`src/design/iss_pkg.sv`:
```
// Shared types and codes for the indexed sequence store.
package iss_pkg;

    localparam int KIND_W = 4;
    localparam int POS_W  = 5;
    localparam int VAL_W  = 32;
    localparam int STAT_W = 3;
    localparam int FPOS_W = 4;
    localparam int CNT_W  = 5;

    localparam logic [KIND_W-1:0] KIND_PUSH_BACK  = 4'd0;
    localparam logic [KIND_W-1:0] KIND_PUSH_FRONT = 4'd1;
    localparam logic [KIND_W-1:0] KIND_INSERT_AT  = 4'd2;
    localparam logic [KIND_W-1:0] KIND_POP_FRONT  = 4'd3;
    localparam logic [KIND_W-1:0] KIND_POP_BACK   = 4'd4;
    localparam logic [KIND_W-1:0] KIND_DELETE_AT  = 4'd5;
    localparam logic [KIND_W-1:0] KIND_NTH_FRONT  = 4'd6;
    localparam logic [KIND_W-1:0] KIND_NTH_BACK   = 4'd7;
    localparam logic [KIND_W-1:0] KIND_SEARCH     = 4'd8;

    localparam logic [STAT_W-1:0] ST_OK       = 3'd0;
    localparam logic [STAT_W-1:0] ST_RANGE    = 3'd1;
    localparam logic [STAT_W-1:0] ST_EMPTY    = 3'd2;
    localparam logic [STAT_W-1:0] ST_FULL     = 3'd3;
    localparam logic [STAT_W-1:0] ST_NOTFOUND = 3'd4;

    typedef struct packed {
        logic [KIND_W-1:0]       kind;
        logic [POS_W-1:0]        position;
        logic signed [VAL_W-1:0] value;
    } iss_in_t;

    typedef struct packed {
        logic [STAT_W-1:0]       status;
        logic signed [VAL_W-1:0] read_value;
        logic [FPOS_W-1:0]       found_position;
        logic [CNT_W-1:0]        count;
    } iss_out_t;

    typedef struct packed {
        logic capture;
        logic check;
        logic shift_rd;
        logic shift_wr;
        logic commit;
        logic nth_rd;
        logic nth_cap;
        logic scan_rd;
        logic scan_cmp;
        logic load_out;
    } iss_cmd_t;

    typedef struct packed {
        logic finish;
        logic is_ins;
        logic is_del;
        logic is_nth;
        logic is_srch;
        logic shift_more;
        logic scan_stop;
    } iss_sts_t;

endpackage

```
`src/design/iss_dpath.sv`:
```
// Datapath: entry memory, operation checks, index registers and result register.
module iss_dpath #(
    parameter int DEPTH = 16
) (
    input  logic              aclk,
    input  logic              aresetn,
    input  iss_pkg::iss_in_t  s_data,
    output iss_pkg::iss_out_t m_data,
    input  iss_pkg::iss_cmd_t cmd,
    output iss_pkg::iss_sts_t sts
);
    import iss_pkg::*;

    localparam int AW = (DEPTH > 1) ? $clog2(DEPTH) : 1;
    localparam int CW = $clog2(DEPTH + 1);
    localparam int XW = (CW > POS_W) ? CW : POS_W;

    logic signed [VAL_W-1:0] mem [DEPTH];
    logic signed [VAL_W-1:0] rdata_reg;

    iss_in_t                 in_reg;
    iss_out_t                out_reg;
    logic [CW-1:0]           count_reg;
    logic [CW-1:0]           idx_reg;
    logic [CW-1:0]           at_reg;
    logic [CW-1:0]           fpos_reg;
    logic [STAT_W-1:0]       status_reg;
    logic signed [VAL_W-1:0] rd_reg;

    logic [XW-1:0]     cnt_x;
    logic [XW-1:0]     pos_x;
    logic [XW-1:0]     fpos_x;
    logic [XW-1:0]     cnt_out_x;
    logic [CW:0]       idx_p1;
    logic              full;
    logic              empty;
    logic              hit;
    logic              scan_last;
    logic [STAT_W-1:0] chk_status;
    logic              chk_finish;
    logic [CW-1:0]     at_init;
    logic [CW-1:0]     idx_init;
    logic              is_ins;
    logic              is_del;
    logic              is_nth;
    logic              is_srch;
    logic              we;
    logic              re;
    logic [CW-1:0]     waddr;
    logic [CW-1:0]     raddr;
    logic signed [VAL_W-1:0] wdata;

    assign cnt_x     = XW'(count_reg);
    assign pos_x     = XW'(in_reg.position);
    assign fpos_x    = XW'(fpos_reg);
    assign cnt_out_x = XW'(count_reg);
    assign full      = (count_reg == CW'(DEPTH));
    assign empty     = (count_reg == '0);
    assign idx_p1    = {1'b0, idx_reg} + (CW+1)'(1);
    assign hit       = (rdata_reg == in_reg.value);
    assign scan_last = !(idx_p1 < {1'b0, count_reg});

    always_comb begin
        chk_status = ST_OK;
        chk_finish = 1'b0;
        at_init    = '0;
        idx_init   = '0;
        is_ins     = 1'b0;
        is_del     = 1'b0;
        is_nth     = 1'b0;
        is_srch    = 1'b0;
        case (in_reg.kind)
            KIND_PUSH_BACK: begin
                is_ins  = 1'b1;
                at_init = count_reg;
                if (full) begin
                    chk_status = ST_FULL;
                    chk_finish = 1'b1;
                end
            end
            KIND_PUSH_FRONT: begin
                is_ins = 1'b1;
                if (full) begin
                    chk_status = ST_FULL;
                    chk_finish = 1'b1;
                end
            end
            KIND_INSERT_AT: begin
                is_ins  = 1'b1;
                at_init = pos_x[CW-1:0];
                if (pos_x > cnt_x) begin
                    chk_status = ST_RANGE;
                    chk_finish = 1'b1;
                end else if (full) begin
                    chk_status = ST_FULL;
                    chk_finish = 1'b1;
                end
            end
            KIND_POP_FRONT: begin
                is_del = 1'b1;
                if (empty) begin
                    chk_status = ST_EMPTY;
                    chk_finish = 1'b1;
                end
            end
            KIND_POP_BACK: begin
                is_del  = 1'b1;
                at_init = count_reg - CW'(1);
                if (empty) begin
                    chk_status = ST_EMPTY;
                    chk_finish = 1'b1;
                end
            end
            KIND_DELETE_AT: begin
                is_del  = 1'b1;
                at_init = pos_x[CW-1:0];
                if (empty) begin
                    chk_status = ST_EMPTY;
                    chk_finish = 1'b1;
                end else if (pos_x >= cnt_x) begin
                    chk_status = ST_RANGE;
                    chk_finish = 1'b1;
                end
            end
            KIND_NTH_FRONT, KIND_NTH_BACK: begin
                is_nth = 1'b1;
                if (in_reg.kind == KIND_NTH_FRONT) begin
                    idx_init = pos_x[CW-1:0] - CW'(1);
                end else begin
                    idx_init = count_reg - pos_x[CW-1:0];
                end
                if (empty) begin
                    chk_status = ST_EMPTY;
                    chk_finish = 1'b1;
                end else if (pos_x == '0 || pos_x > cnt_x) begin
                    chk_status = ST_RANGE;
                    chk_finish = 1'b1;
                end
            end
            KIND_SEARCH: begin
                is_srch    = 1'b1;
                chk_status = ST_NOTFOUND;
                chk_finish = empty;
            end
            default: begin
                chk_finish = 1'b1;
            end
        endcase
        if (is_ins) begin
            idx_init = count_reg;
        end
        if (is_del) begin
            idx_init = at_init;
        end
    end

    always_comb begin
        sts.finish     = chk_finish;
        sts.is_ins     = is_ins;
        sts.is_del     = is_del;
        sts.is_nth     = is_nth;
        sts.is_srch    = is_srch;
        sts.shift_more = is_ins ? (idx_reg > at_reg) : (idx_p1 < {1'b0, count_reg});
        sts.scan_stop  = hit || scan_last;
    end

    always_comb begin
        re    = cmd.shift_rd || cmd.nth_rd || cmd.scan_rd;
        raddr = idx_reg;
        if (cmd.shift_rd) begin
            raddr = is_ins ? (idx_reg - CW'(1)) : idx_p1[CW-1:0];
        end
        we    = cmd.shift_wr || (cmd.commit && is_ins);
        waddr = cmd.shift_wr ? idx_reg : at_reg;
        wdata = cmd.shift_wr ? rdata_reg : in_reg.value;
    end

    always_ff @(posedge aclk) begin
        if (we) begin
            mem[waddr[AW-1:0]] <= wdata;
        end
        if (re) begin
            rdata_reg <= mem[raddr[AW-1:0]];
        end
    end

    always_ff @(posedge aclk) begin
        if (!aresetn) begin
            count_reg <= '0;
        end else if (cmd.commit) begin
            count_reg <= is_ins ? (count_reg + CW'(1)) : (count_reg - CW'(1));
        end
    end

    always_ff @(posedge aclk) begin
        if (cmd.capture) begin
            in_reg <= s_data;
        end
        if (cmd.check) begin
            status_reg <= chk_status;
            rd_reg     <= '0;
            fpos_reg   <= '0;
            idx_reg    <= idx_init;
            at_reg     <= at_init;
        end
        if (cmd.shift_wr) begin
            idx_reg <= is_ins ? (idx_reg - CW'(1)) : idx_p1[CW-1:0];
        end
        if (cmd.scan_cmp) begin
            if (hit) begin
                status_reg <= ST_OK;
                fpos_reg   <= idx_reg;
            end else if (!scan_last) begin
                idx_reg <= idx_p1[CW-1:0];
            end
        end
        if (cmd.nth_cap) begin
            rd_reg <= rdata_reg;
        end
        if (cmd.load_out) begin
            out_reg.status         <= status_reg;
            out_reg.read_value     <= rd_reg;
            out_reg.found_position <= fpos_x[FPOS_W-1:0];
            out_reg.count          <= cnt_out_x[CNT_W-1:0];
        end
    end

    assign m_data = out_reg;

endmodule

```
`src/design/iss_ctrl.sv`:
```
// Controller: sequences each operation and holds the result beat valid.
module iss_ctrl (
    input  logic              aclk,
    input  logic              aresetn,
    input  logic              s_valid,
    output logic              s_ready,
    output logic              m_valid,
    input  logic              m_ready,
    input  iss_pkg::iss_sts_t sts,
    output iss_pkg::iss_cmd_t cmd
);
    import iss_pkg::*;

    typedef enum logic [9:0] {
        S_IDLE     = 10'b0000000001,
        S_CHECK    = 10'b0000000010,
        S_SHIFT_RD = 10'b0000000100,
        S_SHIFT_WR = 10'b0000001000,
        S_COMMIT   = 10'b0000010000,
        S_NTH_RD   = 10'b0000100000,
        S_NTH_CAP  = 10'b0001000000,
        S_SCAN_RD  = 10'b0010000000,
        S_SCAN_CMP = 10'b0100000000,
        S_DONE     = 10'b1000000000
    } state_t;

    state_t state_reg;
    state_t state_next;
    logic   m_valid_reg;
    logic   m_valid_next;

    always_comb begin
        cmd        = '0;
        state_next = state_reg;
        s_ready    = 1'b0;
        case (state_reg)
            S_IDLE: begin
                s_ready = 1'b1;
                if (s_valid) begin
                    cmd.capture = 1'b1;
                    state_next  = S_CHECK;
                end
            end
            S_CHECK: begin
                cmd.check = 1'b1;
                if (sts.finish) begin
                    state_next = S_DONE;
                end else if (sts.is_ins || sts.is_del) begin
                    state_next = S_SHIFT_RD;
                end else if (sts.is_nth) begin
                    state_next = S_NTH_RD;
                end else if (sts.is_srch) begin
                    state_next = S_SCAN_RD;
                end else begin
                    state_next = S_DONE;
                end
            end
            S_SHIFT_RD: begin
                if (sts.shift_more) begin
                    cmd.shift_rd = 1'b1;
                    state_next   = S_SHIFT_WR;
                end else begin
                    state_next = S_COMMIT;
                end
            end
            S_SHIFT_WR: begin
                cmd.shift_wr = 1'b1;
                state_next   = S_SHIFT_RD;
            end
            S_COMMIT: begin
                cmd.commit = 1'b1;
                state_next = S_DONE;
            end
            S_NTH_RD: begin
                cmd.nth_rd = 1'b1;
                state_next = S_NTH_CAP;
            end
            S_NTH_CAP: begin
                cmd.nth_cap = 1'b1;
                state_next  = S_DONE;
            end
            S_SCAN_RD: begin
                cmd.scan_rd = 1'b1;
                state_next  = S_SCAN_CMP;
            end
            S_SCAN_CMP: begin
                cmd.scan_cmp = 1'b1;
                state_next   = sts.scan_stop ? S_DONE : S_SCAN_RD;
            end
            S_DONE: begin
                if (!m_valid_reg || m_ready) begin
                    cmd.load_out = 1'b1;
                    state_next   = S_IDLE;
                end
            end
            default: begin
                state_next = S_IDLE;
            end
        endcase
    end

    always_comb begin
        m_valid_next = m_valid_reg;
        if (cmd.load_out) begin
            m_valid_next = 1'b1;
        end else if (m_ready) begin
            m_valid_next = 1'b0;
        end
    end

    always_ff @(posedge aclk) begin
        if (!aresetn) begin
            state_reg   <= S_IDLE;
            m_valid_reg <= 1'b0;
        end else begin
            state_reg   <= state_next;
            m_valid_reg <= m_valid_next;
        end
    end

    assign m_valid = m_valid_reg;

endmodule

```
`src/design/indexed_sequence_store.sv`:
```
// Top level of the indexed sequence store: ordered list with positional access.
//
//  Channel  Direction  Handshake           Beat payload
//  s_       in         s_valid / s_ready   iss_in_t  (kind, position, value)
//  m_       out        m_valid / m_ready   iss_out_t (status, read_value, found_position, count)
//
// One item at a time, in steps: accept, check, then for an insert or delete a read and a write
// per entry moved and a commit, for an nth read a read and a capture, for a search a read and a
// compare per entry scanned, and last the result load. The entry memory has a registered read.
// Reset clears the entry count only; entries are not cleared and no clearing pass runs.
// One finished result is held in the output register; the next item is accepted while it waits.
module indexed_sequence_store #(
    parameter int DEPTH = 16
) (
    input  logic              aclk,
    input  logic              aresetn,
    input  logic              s_valid,
    output logic              s_ready,
    input  iss_pkg::iss_in_t  s_data,
    output logic              m_valid,
    input  logic              m_ready,
    output iss_pkg::iss_out_t m_data
);
    import iss_pkg::*;

    iss_cmd_t cmd;
    iss_sts_t sts;

    iss_ctrl u_ctrl (
        .aclk    (aclk),
        .aresetn (aresetn),
        .s_valid (s_valid),
        .s_ready (s_ready),
        .m_valid (m_valid),
        .m_ready (m_ready),
        .sts     (sts),
        .cmd     (cmd)
    );

    iss_dpath #(
        .DEPTH (DEPTH)
    ) u_dpath (
        .aclk    (aclk),
        .aresetn (aresetn),
        .s_data  (s_data),
        .m_data  (m_data),
        .cmd     (cmd),
        .sts     (sts)
    );

    a_cmd_exclusive: assert property (@(posedge aclk) disable iff (!aresetn)
        $onehot0(cmd))
        else $error("more than one datapath command active");

    a_accept_busy: assert property (@(posedge aclk) disable iff (!aresetn)
        s_valid && s_ready |=> !s_ready)
        else $error("input ready while an operation is in progress");

    a_shift_order: assert property (@(posedge aclk) disable iff (!aresetn)
        cmd.shift_wr |-> $past(cmd.shift_rd))
        else $error("shift write without preceding shift read");

    a_load_valid: assert property (@(posedge aclk) disable iff (!aresetn)
        cmd.load_out |=> m_valid)
        else $error("result loaded but beat not presented");

endmodule

```
`config.mk`:
```
export PLATFORM = sky130hd
export DESIGN_NAME = indexed_sequence_store
export DESIGN_NICKNAME = d
export VERILOG_FILES = /design/src/design/iss_pkg.sv /design/src/design/iss_dpath.sv /design/src/design/iss_ctrl.sv /design/src/design/indexed_sequence_store.sv
export SDC_FILE = /design/constraint.sdc
export NUM_CORES = 1
export LEC_CHECK = 0
export ABC_AREA = 1
export BUFFER_PORTS_ARGS = -buffer_cell sky130_fd_sc_hd__buf_2
export CAP_MARGIN = 20
export CORE_UTILIZATION = 25
export DETAILED_ROUTE_END_ITERATION = 10
export SLEW_MARGIN = 20
export SYNTH_ARGS = -nofsm -noshare
export SYNTH_HDL_FRONTEND = slang
export SYNTH_HIERARCHICAL = 1
export SYNTH_SLANG_ARGS = --single-unit
export TNS_END_PERCENT = 5
```
`constraint.sdc`:
```
create_clock -name aclk -period 4.2 [get_ports aclk]
set_input_delay 0.63 -clock aclk [delete_from_list [all_inputs] [get_ports aclk]]
set_output_delay 0.63 -clock aclk [all_outputs]
set_load 0.1 [all_outputs]
```
## After elaboration in Yosys (flattened, before gate mapping)

Memory sizes are Yosys's and may differ from the RTL's. A register that Yosys moved wholly into a read port is not among the register bits.
Cells that the tools add are included.

| storage, ports and cells | value |
|---|---|
| memories | 1 |
| output and inout bits | 46 |
| input port bits | 45 |
| bits in writable memories | 512 |
| bits in registers | 151 |
| word-level logic and storage cells | 142 |

Memory list:

| name | words | bits a word | rd ports | clocked after Yosys merged registers in | write ports | RTL line | RTL |
|---|---|---|---|---|---|---|---|
| u_dpath.mem | 16 | 32 | 1 | 1 | 1 | iss_dpath.sv:18 | `logic signed [VAL_W-1:0] mem [DEPTH];` |

| cells by class | value |
|---|---|
| add/sub/neg operators | 6 |
| equality and inequality tests | 22 |
| multiplexer cells | 71 |
| reductions and logical operators | 23 |
| magnitude comparators | 4 |

Operator list:

| operator | number |
|---|---|
| 32-bit 2-to-1 mux | 3 |
| 10-bit one-hot mux with 9 select lines | 1 |
| 5-bit 2-to-1 mux | 15 |
| 10-bit 2-to-1 mux | 7 |
| 32-bit equality test | 1 |
| 1-bit 2-to-1 mux | 32 |
| 3-bit 2-to-1 mux | 6 |
| 3-bit one-hot mux with 6 select lines | 1 |
| 4-bit by 3-bit equality test with 1-bit output (second input constant) | 4 |
| 5-bit one-hot mux with 3 select lines | 1 |
| 5-bit by 1-bit subtractor with 5-bit output (second input constant) | 3 |
| 10-bit by 1-bit equality test with 1-bit output (second input constant) | 1 |
| 10-bit equality test (second input constant) | 1 |
| 10-bit by 2-bit equality test with 1-bit output (second input constant) | 1 |
| 10-bit by 3-bit equality test with 1-bit output (second input constant) | 1 |
| 10-bit by 4-bit equality test with 1-bit output (second input constant) | 1 |
| 10-bit by 5-bit equality test with 1-bit output (second input constant) | 1 |
| 10-bit by 6-bit equality test with 1-bit output (second input constant) | 1 |
| 10-bit by 7-bit equality test with 1-bit output (second input constant) | 1 |
| 10-bit by 8-bit equality test with 1-bit output (second input constant) | 1 |
| 10-bit by 9-bit equality test with 1-bit output (second input constant) | 1 |
| 5-bit greater-than comparator | 2 |
| 5-bit zero test | 2 |
| 2-bit OR reduction | 5 |
| 21 further kinds | 33 |

## Longest topological paths before layout

Gate-level depths: netlist of run 1.

| depth | value |
|---|---|
| word-level depth | 10 |
| mapped depth | 24 |
| gate-level depth less buffers | 21 |

## Modules after synthesis

The synthesis of run 1 kept the hierarchy.

Modules (own cells, without submodules):

| module | cells an instance | area each (um2) | instances | seq. area each (um2) |
|---|---|---|---|---|
| iss_dpath | 2,838 | 29,996.3 | 1 | 20,339.5 |
| iss_ctrl | 120 | 723.2 | 1 | 220.2 |

## Least setup slack after synthesis of run 1

No wires, ideal clock.

| path | value |
|---|---|
| path kind | flip-flop to flip-flop |
| start point | register u_ctrl.state_reg[4] |
| end point | register u_dpath/in_reg[0] (netlist name) (enable) |
| setup time | 0.440 ns |
| clock period less this slack | 4.228 ns |
| required time | 3.760 ns |
| stages on the path, launching flop included | 6 |
| path buffers | 0 |
| arrival | 3.789 ns |
| path slack | -0.028 ns |
| cell sequence | dfxtp_1 nor2_2 nand2_1 nor3b_2 inv_1 nor2_1 |

RTL lines:

| item | RTL line | RTL |
|---|---|---|
| start, declared | iss_ctrl.sv:27 | `state_t state_reg;` |
| start signal, assigned | iss_ctrl.sv:116 | `state_reg <= state_next;` |
| end signal, assigned | iss_dpath.sv:197 | `in_reg <= s_data;` |
| end, declared | iss_dpath.sv:21 | `iss_in_t in_reg;` |

==> impl_results.md, run 1 <==
- Syn Std Cell Area: 0.0307 mm^2
- Worst vdd rail ir drop: 0.281 mV
- CTS Root Cell: clkbuf_16
- H-Tree Depth: 3
- Synth unique cells: 46
- Initial antenna violation count: 0
- Critical Path End: u_dpath/rdata_reg[25]$_DFFE_PP_
- Share of cells above drive strength 1: 0.108
- Worst slew margin: 0.308
- Critical Path Source Type: flip-flop
- Critical path peak fanout: 29
- Clock Latency Late Sink: roughly 0.62 ns
- Min Hold Slack: 0.190 ns
- Slowest CP cell: inv_2
- Crit-path most repeated cell: nand2_1
- Status: finished clean
- Vias in the first global route: 18,200
- Max Slew Vio Count: 0
- Critical Path RT: about 4.7 ns
- CTS tree: yes
- Final core utilization: 0.294
- Worst-path clk slew: about 0.06 ns
- Largest stage delay on the critical path: 0.62 ns
- Clock power frac: 0.334
- Vias: just under 20,000
- RSZ-0062 raised after global routing: no
- # rows: between 100 and 150
- Logic pwr share: 0.237
- Post-route DRC: 0
- Total die area: around 0.12 mm^2
- Synth Warn #: 6
- Sw frac: 0.301
- R2R cell count: 20
- Slew @ Worst Pin: 1.04 ns
- Max reg flops: 512
- Total wire length: between 70,000 and 80,000 um
- Worst path cell trace: ha_1 -> nand2_1 -> nor2_1 -> xor2_1 -> ha_1 -> inv_1 -> o211ai_1 -> nor2_1 -> nand2_1 -> o21ai_0 -> inv_1 -> nor2_1 -> buf_4 -> o21ai_4 -> inv_2 -> buf_4 -> nand2_1 -> nand2_1 -> nand2_1 -> nand2_1
- Placer Congestion: 0.847
- Clk sinks: between 600 and 700
- Final Hold Vio Count: 0
- Largest net degree at the start of global routing: 91
- DPL Wire Length: around 41,000 um
- Final worst path period need: approximately 4 ns
- Starting Density: 0.252
- Num CTS Buffers: 69
- Layout Area Growth over Synthesis: 16.6%
- Syn Area/Cell: 10.4 um^2
- Synthesized Nets: ~3,000
- Flop-to-flop setup slack: around 0.3 ns
- # resized after CTS: 0
- Fmax: 0.257 GHz
- I/O Buffers: 90
- Core area: 0.122 mm^2
- Cells after Synth: ~3,000
- Sequential area share after synthesis: 0.669
- R2R Path Start: u_dpath/idx_reg[0]$_DFF_P_
- Net Sw Power: around 5600 uW
- Antenna diodes: 0
- GR Overflow Total: 0
- Crit Path Category: reg -> reg
- R2r endpoint: u_dpath/rdata_reg[25]$_DFFE_PP_
- Max Cap Viol: 0
- Clock buffer depth: 3
- Power share of the sequential group: 0.429
- HP Class: in -> reg
- All-layer global routing usage: 0.115
- Initial DRC count: roughly 1,600
- Internal: 12,900 uW
- Clock Skews: between 0.015 and 0.02 ns
- Setup_tns: 0 ns
- Die X: between 300 and 400 um
- Worst EP arrival: about 4.4 ns
- #FFs+latches synth: ~700
- Power per Cell Area: just over 500 mW/mm^2
- Die Ht: about 350 um
- Final Net Count: roughly 3,100
- Critical Path Start: u_dpath/idx_reg[0]$_DFF_P_
- CP Capture Type: flip-flop
- WL per Instance: 15.3 um
- Finish-stage setup viols: 0
- DRT Pass-1 Iters: 5
- Part of the cycle the worst path needs: 0.927
- Lkg Pwr: about 0.015 uW
- Detail Route Antenna Nets: 0
- Vias per inst: a little over 4
- First-pass GRT wire length: between 100,000 and 150,000 um
- # IOs: between 90 and 100
==> final cells by class <==
type / instances / area (um^2)
fillers: 12500 / 86100
well taps: 1625 / 2030
repair buffers: 165 / 1430
clock inverters: 35 / 373
clock buffers: 88 / 1880
multi-input cells: 1605 / 7550
inverters: 528 / 1980
flip-flops and latches: 694 / 20600
==> kinds of logic after synthesis <==
logic type      Yosys count  synth area share
compound gates          461            0.0826
xor+xnor                 32           0.00998
fa+ha+maj                21           0.00880
buf+inv                 659            0.0901
flops                   694             0.669
simple gates           1091             0.139
==> layout by cell type (no fill, tap or decap), types with 11 or more instances in the layout <==
cell type,instances
clkinv_1,11
buf_2,90
inv_1,521
nand2_1,929
a21oi_1,24
ha_1,20
clkbuf_16,72
xnor2_1,22
dfxtp_1,28
nand3_1,41
nor2_4,19
o211ai_1,39
edfxtp_1,666
buf_4,42
o21ai_0,159
clkbuf_1,14
nor2_1,63
o21ai_2,25
o21ai_1,201
buf_12,33
==> cells in the mapped netlist (all sizes together) <==
cell       n  area, um^2
nand3b     3        22.5
and3       2        12.5
nand4      8        50.1
a21oi     24         120
and2       2        12.5
nand2    935        3530
nor3b      2        25.0
nor4       3        18.8
o22ai      1        6.26
dfxtp     28         561
fa         1        20.0
or3        1        6.26
nor2      87         347
buf      105         686
o2111ai    1        8.76
xnor2     24         236
ha        20         250
edfxtp   666       20000
inv      528        1980
xor2       8        70.1
a21boi     1        7.51
o32ai      1        8.76
clkbuf    26        97.6
a311oi     1        8.76
nor3       3        15.0
a211oi     4        30.0
nand3     42         215
o211ai    39         293
o21ai    388        2050
o21bai     1        7.51
or2        3        18.8
==> metrics by stage <==
stage	setup slack (ns)	power (uW)	instance area (um^2)	std cells
after floorplan	0.623	11400	30700	2958
after global placement	0.386	12400	33500	4615
final	0.308	18500	35800	4740
after detailed placement	0.331	12400	33500	4615
after CTS	0.250	18700	35800	4738
after global routing	0.0125	19500	35800	4740
==> worst max-delay path, delay by kind of cell, from the launching register on <==
kind                       cells  cell delay, ns
buffers and inverters          5            1.36
DFF                            1            0.46
AOI/OAI and AO/OA              3            0.29
and+or+nand+nor                9            0.87
xor gates and xnor gates       1            0.25
adders and majority gates      2            0.49
==> worst min path at each step <==
stage	cells after the start	endpoint	slack (ns)	from
after CTS	1	u_dpath/pos_x[3]$_DFFE_PP_	0.15	s_data[35]
after global routing	1	u_dpath/pos_x[3]$_DFFE_PP_	0.18	s_data[35]
after floorplan	0	u_dpath/m_data[10]$_DFFE_PP_	0.40	u_dpath/rd_reg[1]$_SDFFCE_PN0P_
after global placement	0	u_dpath/m_data[10]$_DFFE_PP_	0.40	u_dpath/rd_reg[1]$_SDFFCE_PN0P_
after detailed placement	0	u_dpath/m_data[10]$_DFFE_PP_	0.40	u_dpath/rd_reg[1]$_SDFFCE_PN0P_
final	1	u_dpath/pos_x[3]$_DFFE_PP_	0.19	s_data[35]
==> repair_timing <==
item	CTS	global route
hold buffers	0	0
endpoints found under the setup margin	0	15
setup buffers	0	2
==> power by group through the flow <==
stage	logic [uW]	clock network (uW)	registers (uW)
global placement	4320	0	8080
global route	4980	6590	7940
floorplan	3300	0	8100
finish	4380	6190	7930
detailed placement	4370	0	8080
CTS	4400	6330	7930
==> routing by layer <==
metal | global-route usage | vias to the layer above | share of wire
met3 | 0.0137 | 102 | 0.047
met2 | 0.202 | 444 | 0.50
li1 | - | 9830 | -
met1 | 0.145 | 9255 | 0.43
met5 | 0 | - | 0
met4 | 0.0432 | 0 | 0.027
(Power assumes the default switching activity.)
==> inputs of run 2 (changes only) <==
--- a/config.mk
+++ b/config.mk
@@ -8,8 +8,9 @@
 export ABC_AREA = 1
 export BUFFER_PORTS_ARGS = -buffer_cell sky130_fd_sc_hd__buf_2
 export CAP_MARGIN = 20
-export CORE_UTILIZATION = 25
+export CORE_UTILIZATION = 33
 export DETAILED_ROUTE_END_ITERATION = 10
+export PLACE_DENSITY_LB_ADDON = 0.05
 export SLEW_MARGIN = 20
 export SYNTH_ARGS = -nofsm -noshare
 export SYNTH_HDL_FRONTEND = slang
==> impl_results.md, run 2 (synthesis gave the netlist of run 1 again) <==
- Die Ht: 307 um (was 353 um)
- Vias in the first global route: 18,500 (was 18,200)
- Clock Latency Late Sink: 0.63 ns (was 0.62 ns)
- Non-Filler Instances: 4,385 (was 4,740)
- Slew @ Worst Pin: 0.871 ns (was 1.04 ns)
- Detail Route Antenna Nets: 0 (unchanged)
- Vias: 19,700 (was 19,600)
- # IOs: 91 (unchanged)
- Final Net Count: 3,145 (was 3,129)
- Worst slew margin: 0.417 (was 0.308)
- Power per Cell Area: 550 mW/mm^2 (was 517 mW/mm^2)
- CP Capture Type: flip-flop (unchanged)
- Die X: 307 um (was 353 um)
- Clock Skews: 0.0208 ns (was 0.0191 ns)
- Fmax: 0.263 GHz (was 0.257 GHz)
- Total chip power: 19,700 uW (was 18,500 uW)
- CTS Root Cell: clkbuf_16 (unchanged)
- Critical Path Source Type: flip-flop (unchanged)
- All-layer global routing usage: 0.177 (was 0.115)
- Setup_tns: 0 ns (unchanged)
- Finish-stage setup viols: 0 (unchanged)
- RSZ-0062 raised after global routing: no (unchanged)
- Part of the cycle the worst path needs: 0.905 (was 0.927)
- CTS tree: yes (unchanged)
- Core area: 0.0919 mm^2 (was 0.122 mm^2)
- Final Hold Vio Count: 0 (unchanged)
- Dpl cells: 4,232 (was 4,615)
- DPL Wire Length: 49,100 um (was 41,100 um)
- Total wire length: 83,400 um (was 72,500 um)
- Lkg Pwr: 0.0150 uW (was 0.0147 uW)
- Setup WS pre-CTS: 0.212 ns (was 0.331 ns)
- Final worst path period need: 3.80 ns (was 3.89 ns)
- Layout Area Growth over Synthesis: 16.5% (was 16.6%)
- First-pass GRT wire length: 123,000 um (was 110,000 um)
- Worst vdd rail ir drop: 0.298 mV (was 0.281 mV)
- Placer Congestion: 0.834 (was 0.847)
- Critical Path RT: 4.69 ns (was 4.68 ns)
- Final core utilization: 0.389 (was 0.294)
- # rows: 111 (was 128)
- I/O Buffers: 90 (unchanged)
- Vias per inst: 4.49 (was 4.14)
- Num CTS Buffers: 82 (was 69)
- Starting Density: 0.334 (was 0.252)
- Final worst slack: 0.401 ns (was 0.308 ns)
- Largest net degree at the start of global routing: 85 (was 91)
- WL per Instance: 19.0 um (was 15.3 um)
- Share of cells above drive strength 1: 0.116 (was 0.108)
- Status: finished clean (unchanged)
- Max Slew Vio Count: 0 (unchanged)
- Crit Path Category: reg -> reg (unchanged)
- DRT Pass-1 Iters: 5 (unchanged)
- Commonest non-fill, non-tap cells in the layout: nand2_1, edfxtp_1, inv_1 (unchanged)
- Clk sinks: 694 (unchanged)
- Critical path peak fanout: 66 (was 29)
- Total die area: 0.0943 mm^2 (was 0.124 mm^2)
- Antenna diodes: 0 (unchanged)
- Worst EP arrival: 4.29 ns (was 4.37 ns)
- Max reg flops: 512 (unchanged)
- Worst-path clk slew: 0.06 ns (about the same)
- Post-route DRC: 0 (unchanged)
- Max Cap Viol: 0 (unchanged)
- H-Tree Depth: 3 (unchanged)
- Initial antenna violation count: 4 (was 0)
- Most common library cell in the layout ignoring fill and taps: nand2_1 (unchanged)
- Clock buffer depth: 3 (unchanged)
- GR Overflow Total: 0 (unchanged)
- Initial DRC count: 1,496 (was 1,595)
- HP Class: in -> reg (unchanged)
==> run 2: area by class of cell <==
class	instances	area, um^2
Inverter	528	1980
Sequential cell	694	20600
Tap cell	1243	1560
Clock inverter	53	556
Timing Repair Buffer	168	1420
Multi-Input combinational cell	1605	7560
Fill cell	9046	56200
Clock buffer	94	2150
==> run 2: worst paths after layout <==
| path | start | slack, ns | end | cells after the start |
|---|---|---|---|---|
| max | u_dpath/idx_reg[1]$_DFF_P_ | 0.40 | u_dpath/rdata_reg[13]$_DFFE_PP_ | 25 |
| min | s_data[12] | 0.18 | u_dpath/in_reg[12]$_DFFE_PP_ | 1 |
| max reg2reg | u_dpath/idx_reg[1]$_DFF_P_ | 0.40 | u_dpath/rdata_reg[13]$_DFFE_PP_ | 25 |
| min reg2reg | u_dpath/rd_reg[23]$_SDFFCE_PN0P_ | 0.42 | u_dpath/m_data[32]$_DFFE_PP_ | 0 |
==> run 2: routing by layer <==
metal	global-route usage	wire [um]
met3	0.0261	3780
met1	0.255	41000
met2	0.279	37300
met5	0	0
met4	0.0432	1330
==> run 2: timing repair <==
item	4_1_cts	5_1_grt
setup endpoints to repair	0	28
gates resized for setup	0	9
buffers inserted	0	5
hold buffers	0	0
==> run 2: critical path: stages, from the launching register on <==
cell      delay (ns)
dfxtp_2         0.39
ha_1            0.17
nand2_1         0.07
nor2_1          0.12
xor2_1          0.22
ha_1            0.28
inv_1           0.06
o211ai_1        0.09
nor2_1          0.15
nand2_1         0.06
o21ai_0         0.11
inv_1           0.09
nor2_1          0.14
buf_6           0.18
xnor2_4         0.14
buf_12          0.18
buf_16          0.22
buf_12          0.28
nand2_1         0.10
o21ai_2         0.06
inv_1           0.04
o21ai_1         0.18
nand2_1         0.08
nand2_1         0.09
nand2_1         0.05
nand2_1         0.07
==> run 2: stage by stage <==
step	cell area, um^2	hold slack (ns)
final	35800	0.179
after global routing	35800	0.151
after CTS	35700	0.128
after detailed placement	33000	0.405
after global placement	33000	0.401
after floorplan	30700	0.400
==> run 2: power by group <==
| part | switching, uW | internal (uW) | leakage (uW) | total, uW |
|---|---|---|---|---|
| registers | 86.3 | 7840 | 0.00631 | 7930 |
| logic | 3090 | 1500 | 0.00735 | 4590 |
| clock network | 2830 | 4330 | 0.00132 | 7160 |
==> inputs of run 3 (changes only) <==
--- a/config.mk
+++ b/config.mk
@@ -10,7 +10,7 @@
 export CAP_MARGIN = 20
 export CORE_UTILIZATION = 33
 export DETAILED_ROUTE_END_ITERATION = 10
-export PLACE_DENSITY_LB_ADDON = 0.05
+export PLACE_DENSITY = 0.58
 export SLEW_MARGIN = 20
 export SYNTH_ARGS = -nofsm -noshare
 export SYNTH_HDL_FRONTEND = slang
==> impl_results.md, run 3 (synthesis gave the netlist of run 1 again) <==
- Status: finished clean (unchanged)
- Clock buffer depth: 3 (unchanged)
- Starting Density: 0.334 (unchanged)
- Crit Path Category: reg -> reg (unchanged)
- HP Class: in -> reg (unchanged)
- Power per Cell Area: 521 mW/mm^2 (was 550 mW/mm^2)
- R2R cell count: 23 (was 25)
- Hold Crit Start: s_data[0] (was s_data[12])
- Max Slew Vio Count: 0 (unchanged)
- Fill count: 8,991 (was 9,046)
- Critical Path RT: 4.68 ns (was 4.69 ns)
- Dpl cells: 4,226 (was 4,232)
- Worst EP arrival: 4.30 ns (was 4.29 ns)
- GR Overflow Total: 0 (unchanged)
- DRT Pass-1 Iters: 5 (unchanged)
- Layout Area Growth over Synthesis: 14.9% (was 16.5%)
- CP Capture Type: flip-flop (unchanged)
- Initial antenna violation count: 0 (was 4)
- Core area: 0.0919 mm^2 (unchanged)
- Worst-path clk slew: 0.06 ns (about the same)
- Lkg Pwr: 0.0147 uW (was 0.0150 uW)
- Part of the cycle the worst path needs: 0.909 (was 0.905)
- Clock Latency Late Sink: 0.61 ns (was 0.63 ns)
- # IOs: 91 (unchanged)
- Worst slew margin: 0.311 (was 0.417)
- Final worst path period need: 3.82 ns (was 3.80 ns)
- Total die area: 0.0943 mm^2 (unchanged)
- Clock Skews: 0.0252 ns (was 0.0208 ns)
- Non-Filler Instances: 4,362 (was 4,385)
- Initial DRC count: 1,567 (was 1,496)
- # rows: 111 (unchanged)
- Antenna diodes: 0 (unchanged)
- Vias: 19,700 (about the same)
- Worst hold endpoint: u_dpath/in_reg[0]$_DFFE_PP_ (was u_dpath/in_reg[12]$_DFFE_PP_)
- R2r endpoint: u_dpath/rdata_reg[21]$_DFFE_PP_ (was u_dpath/rdata_reg[13]$_DFFE_PP_)
- Max Cap Viol: 0 (unchanged)
- Finish-stage setup viols: 0 (unchanged)
- GR Util met3: 0.0177 (was 0.0261)
- Hold depth: 1 (unchanged)
- Flop-to-flop setup slack: 0.38 ns (was 0.40 ns)
- Setup_tns: 0 ns (unchanged)
- Critical path peak fanout: 49 (was 66)
- DPL Wire Length: 41,000 um (was 49,100 um)
- Share of cells above drive strength 1: 0.108 (was 0.116)
- CTS Root Cell: clkbuf_16 (unchanged)
- Final Net Count: 3,130 (was 3,145)
- Most common library cell in the layout ignoring fill and taps: nand2_1 (unchanged)
- Max reg flops: 512 (unchanged)
- First-pass GRT wire length: 111,000 um (was 123,000 um)
- Min Hold Slack: 0.190 ns (was 0.179 ns)
- Die Ht: 307 um (unchanged)
- Post-route DRC: 0 (unchanged)
- I/O Buffers: 90 (unchanged)
- Die X: 307 um (unchanged)
- CTS tree: yes (unchanged)
- Commonest non-fill, non-tap cells in the layout: nand2_1, edfxtp_1, inv_1 (unchanged)
- R2R Path Start: u_dpath/idx_reg[0]$_DFF_P_ (was u_dpath/idx_reg[1]$_DFF_P_)
- WL per Instance: 16.8 um (was 19.0 um)
- Fmax: 0.262 GHz (was 0.263 GHz)
- Vias per inst: 4.51 (was 4.49)
- Worst vdd rail ir drop: 0.322 mV (was 0.298 mV)
- Met2 usage: 0.268 (was 0.279)
- Critical Path Source Type: flip-flop (unchanged)
- All-layer global routing usage: 0.155 (was 0.177)
- Final Hold Vio Count: 0 (unchanged)
- Met1 Use GR: 0.202 (was 0.255)
- Clk sinks: 694 (unchanged)
- Num CTS Buffers: 71 (was 82)
- RSZ-0062 raised after global routing: yes (was no)
- Vias in the first global route: 18,200 (was 18,500)
- Total wire length: 73,300 um (was 83,400 um)
- Largest net degree at the start of global routing: 82 (was 85)
- Detail Route Antenna Nets: 0 (unchanged)
- Slew @ Worst Pin: 1.03 ns (was 0.871 ns)
- H-Tree Depth: 3 (unchanged)
- Busiest grt layer: met2 (unchanged)
- Placer Congestion: 0.822 (was 0.834)
## run 3: timing repair
| action | in CTS | in global routing |
|---|---|---|
| gates resized for setup | 0 | 4 |
| endpoints found under the setup margin | 0 | 11 |
| setup buffers | 0 | 2 |
| hold buffers | 0 | 0 |
## run 3: worst max path at each step
stage                                          start                         endpoint  cells past startpoint
CTS                       u_dpath/idx_reg[0]$_DFF_P_  u_dpath/rdata_reg[20]$_DFFE_PP_                     23
global placement          u_dpath/idx_reg[0]$_DFF_P_  u_dpath/rdata_reg[20]$_DFFE_PP_                     23
global route              u_dpath/idx_reg[0]$_DFF_P_  u_dpath/rdata_reg[26]$_DFFE_PP_                     23
floorplan           u_ctrl/state_reg[4]$_SDFFE_PN0P_      u_dpath/in_reg[0]$_DFFE_PP_                      5
detailed placement        u_dpath/idx_reg[0]$_DFF_P_  u_dpath/rdata_reg[12]$_DFFE_PP_                     22
finish                    u_dpath/idx_reg[0]$_DFF_P_  u_dpath/rdata_reg[21]$_DFFE_PP_                     23
## run 3: layout make-up
cell class,instances,area (um^2),share of cell area
tap,1243,1560,0.0441
inverter,528,1980,0.0562
clock inverter,44,335,0.00950
clock buffer,84,1870,0.0529
multi-input combinational,1605,7550,0.214
sequential,694,20600,0.583
timing repair buffer,164,1430,0.0406
## run 3: where the power goes
part	internal, uW	switching (uW)
Clock	3440	2600
Combinational	1490	2940
Sequential	7840	93.5
## run 3: critical path, stage by stage, from the launching register on
cell and delay [ns]:
dfxtp_1 0.43, buf_4 0.19, inv_1 0.08, ha_1 0.36
ha_1 0.30, a21oi_1 0.06, nor3_1 0.19, nor2_1 0.08
nand2_1 0.06, o21ai_0 0.10, inv_1 0.09, nor2_1 0.05
buf_4 0.18, xnor2_4 0.32, buf_12 0.24, buf_12 0.24
nand2_1 0.06, o21ai_0 0.10, inv_1 0.07, o21ai_1 0.14
nand2_1 0.06, nand2_1 0.08, nand2_1 0.05, nand2_1 0.11
## run 3: per-layer routing
layer / wire length [um] / vias to the layer above
li1: - / 9830
met1: 32000 / 9291
met2: 36400 / 457
met3: 3320 / 94
met4: 1580 / 0
met5: 0 / -
## run 3: through the flow
stage          worst slack (ns)  power (uW)  cell area, um^2  utilization
2_1_floorplan             0.623       11400            30700            -
5_1_grt                -0.00813       19400            35300        0.384
6_report                  0.383       18400            35300        0.384
3_3_place_gp              0.395       12400            32900        0.358
4_1_cts                   0.353       18400            35200        0.382
3_5_place_dp              0.403       12400            32900        0.358
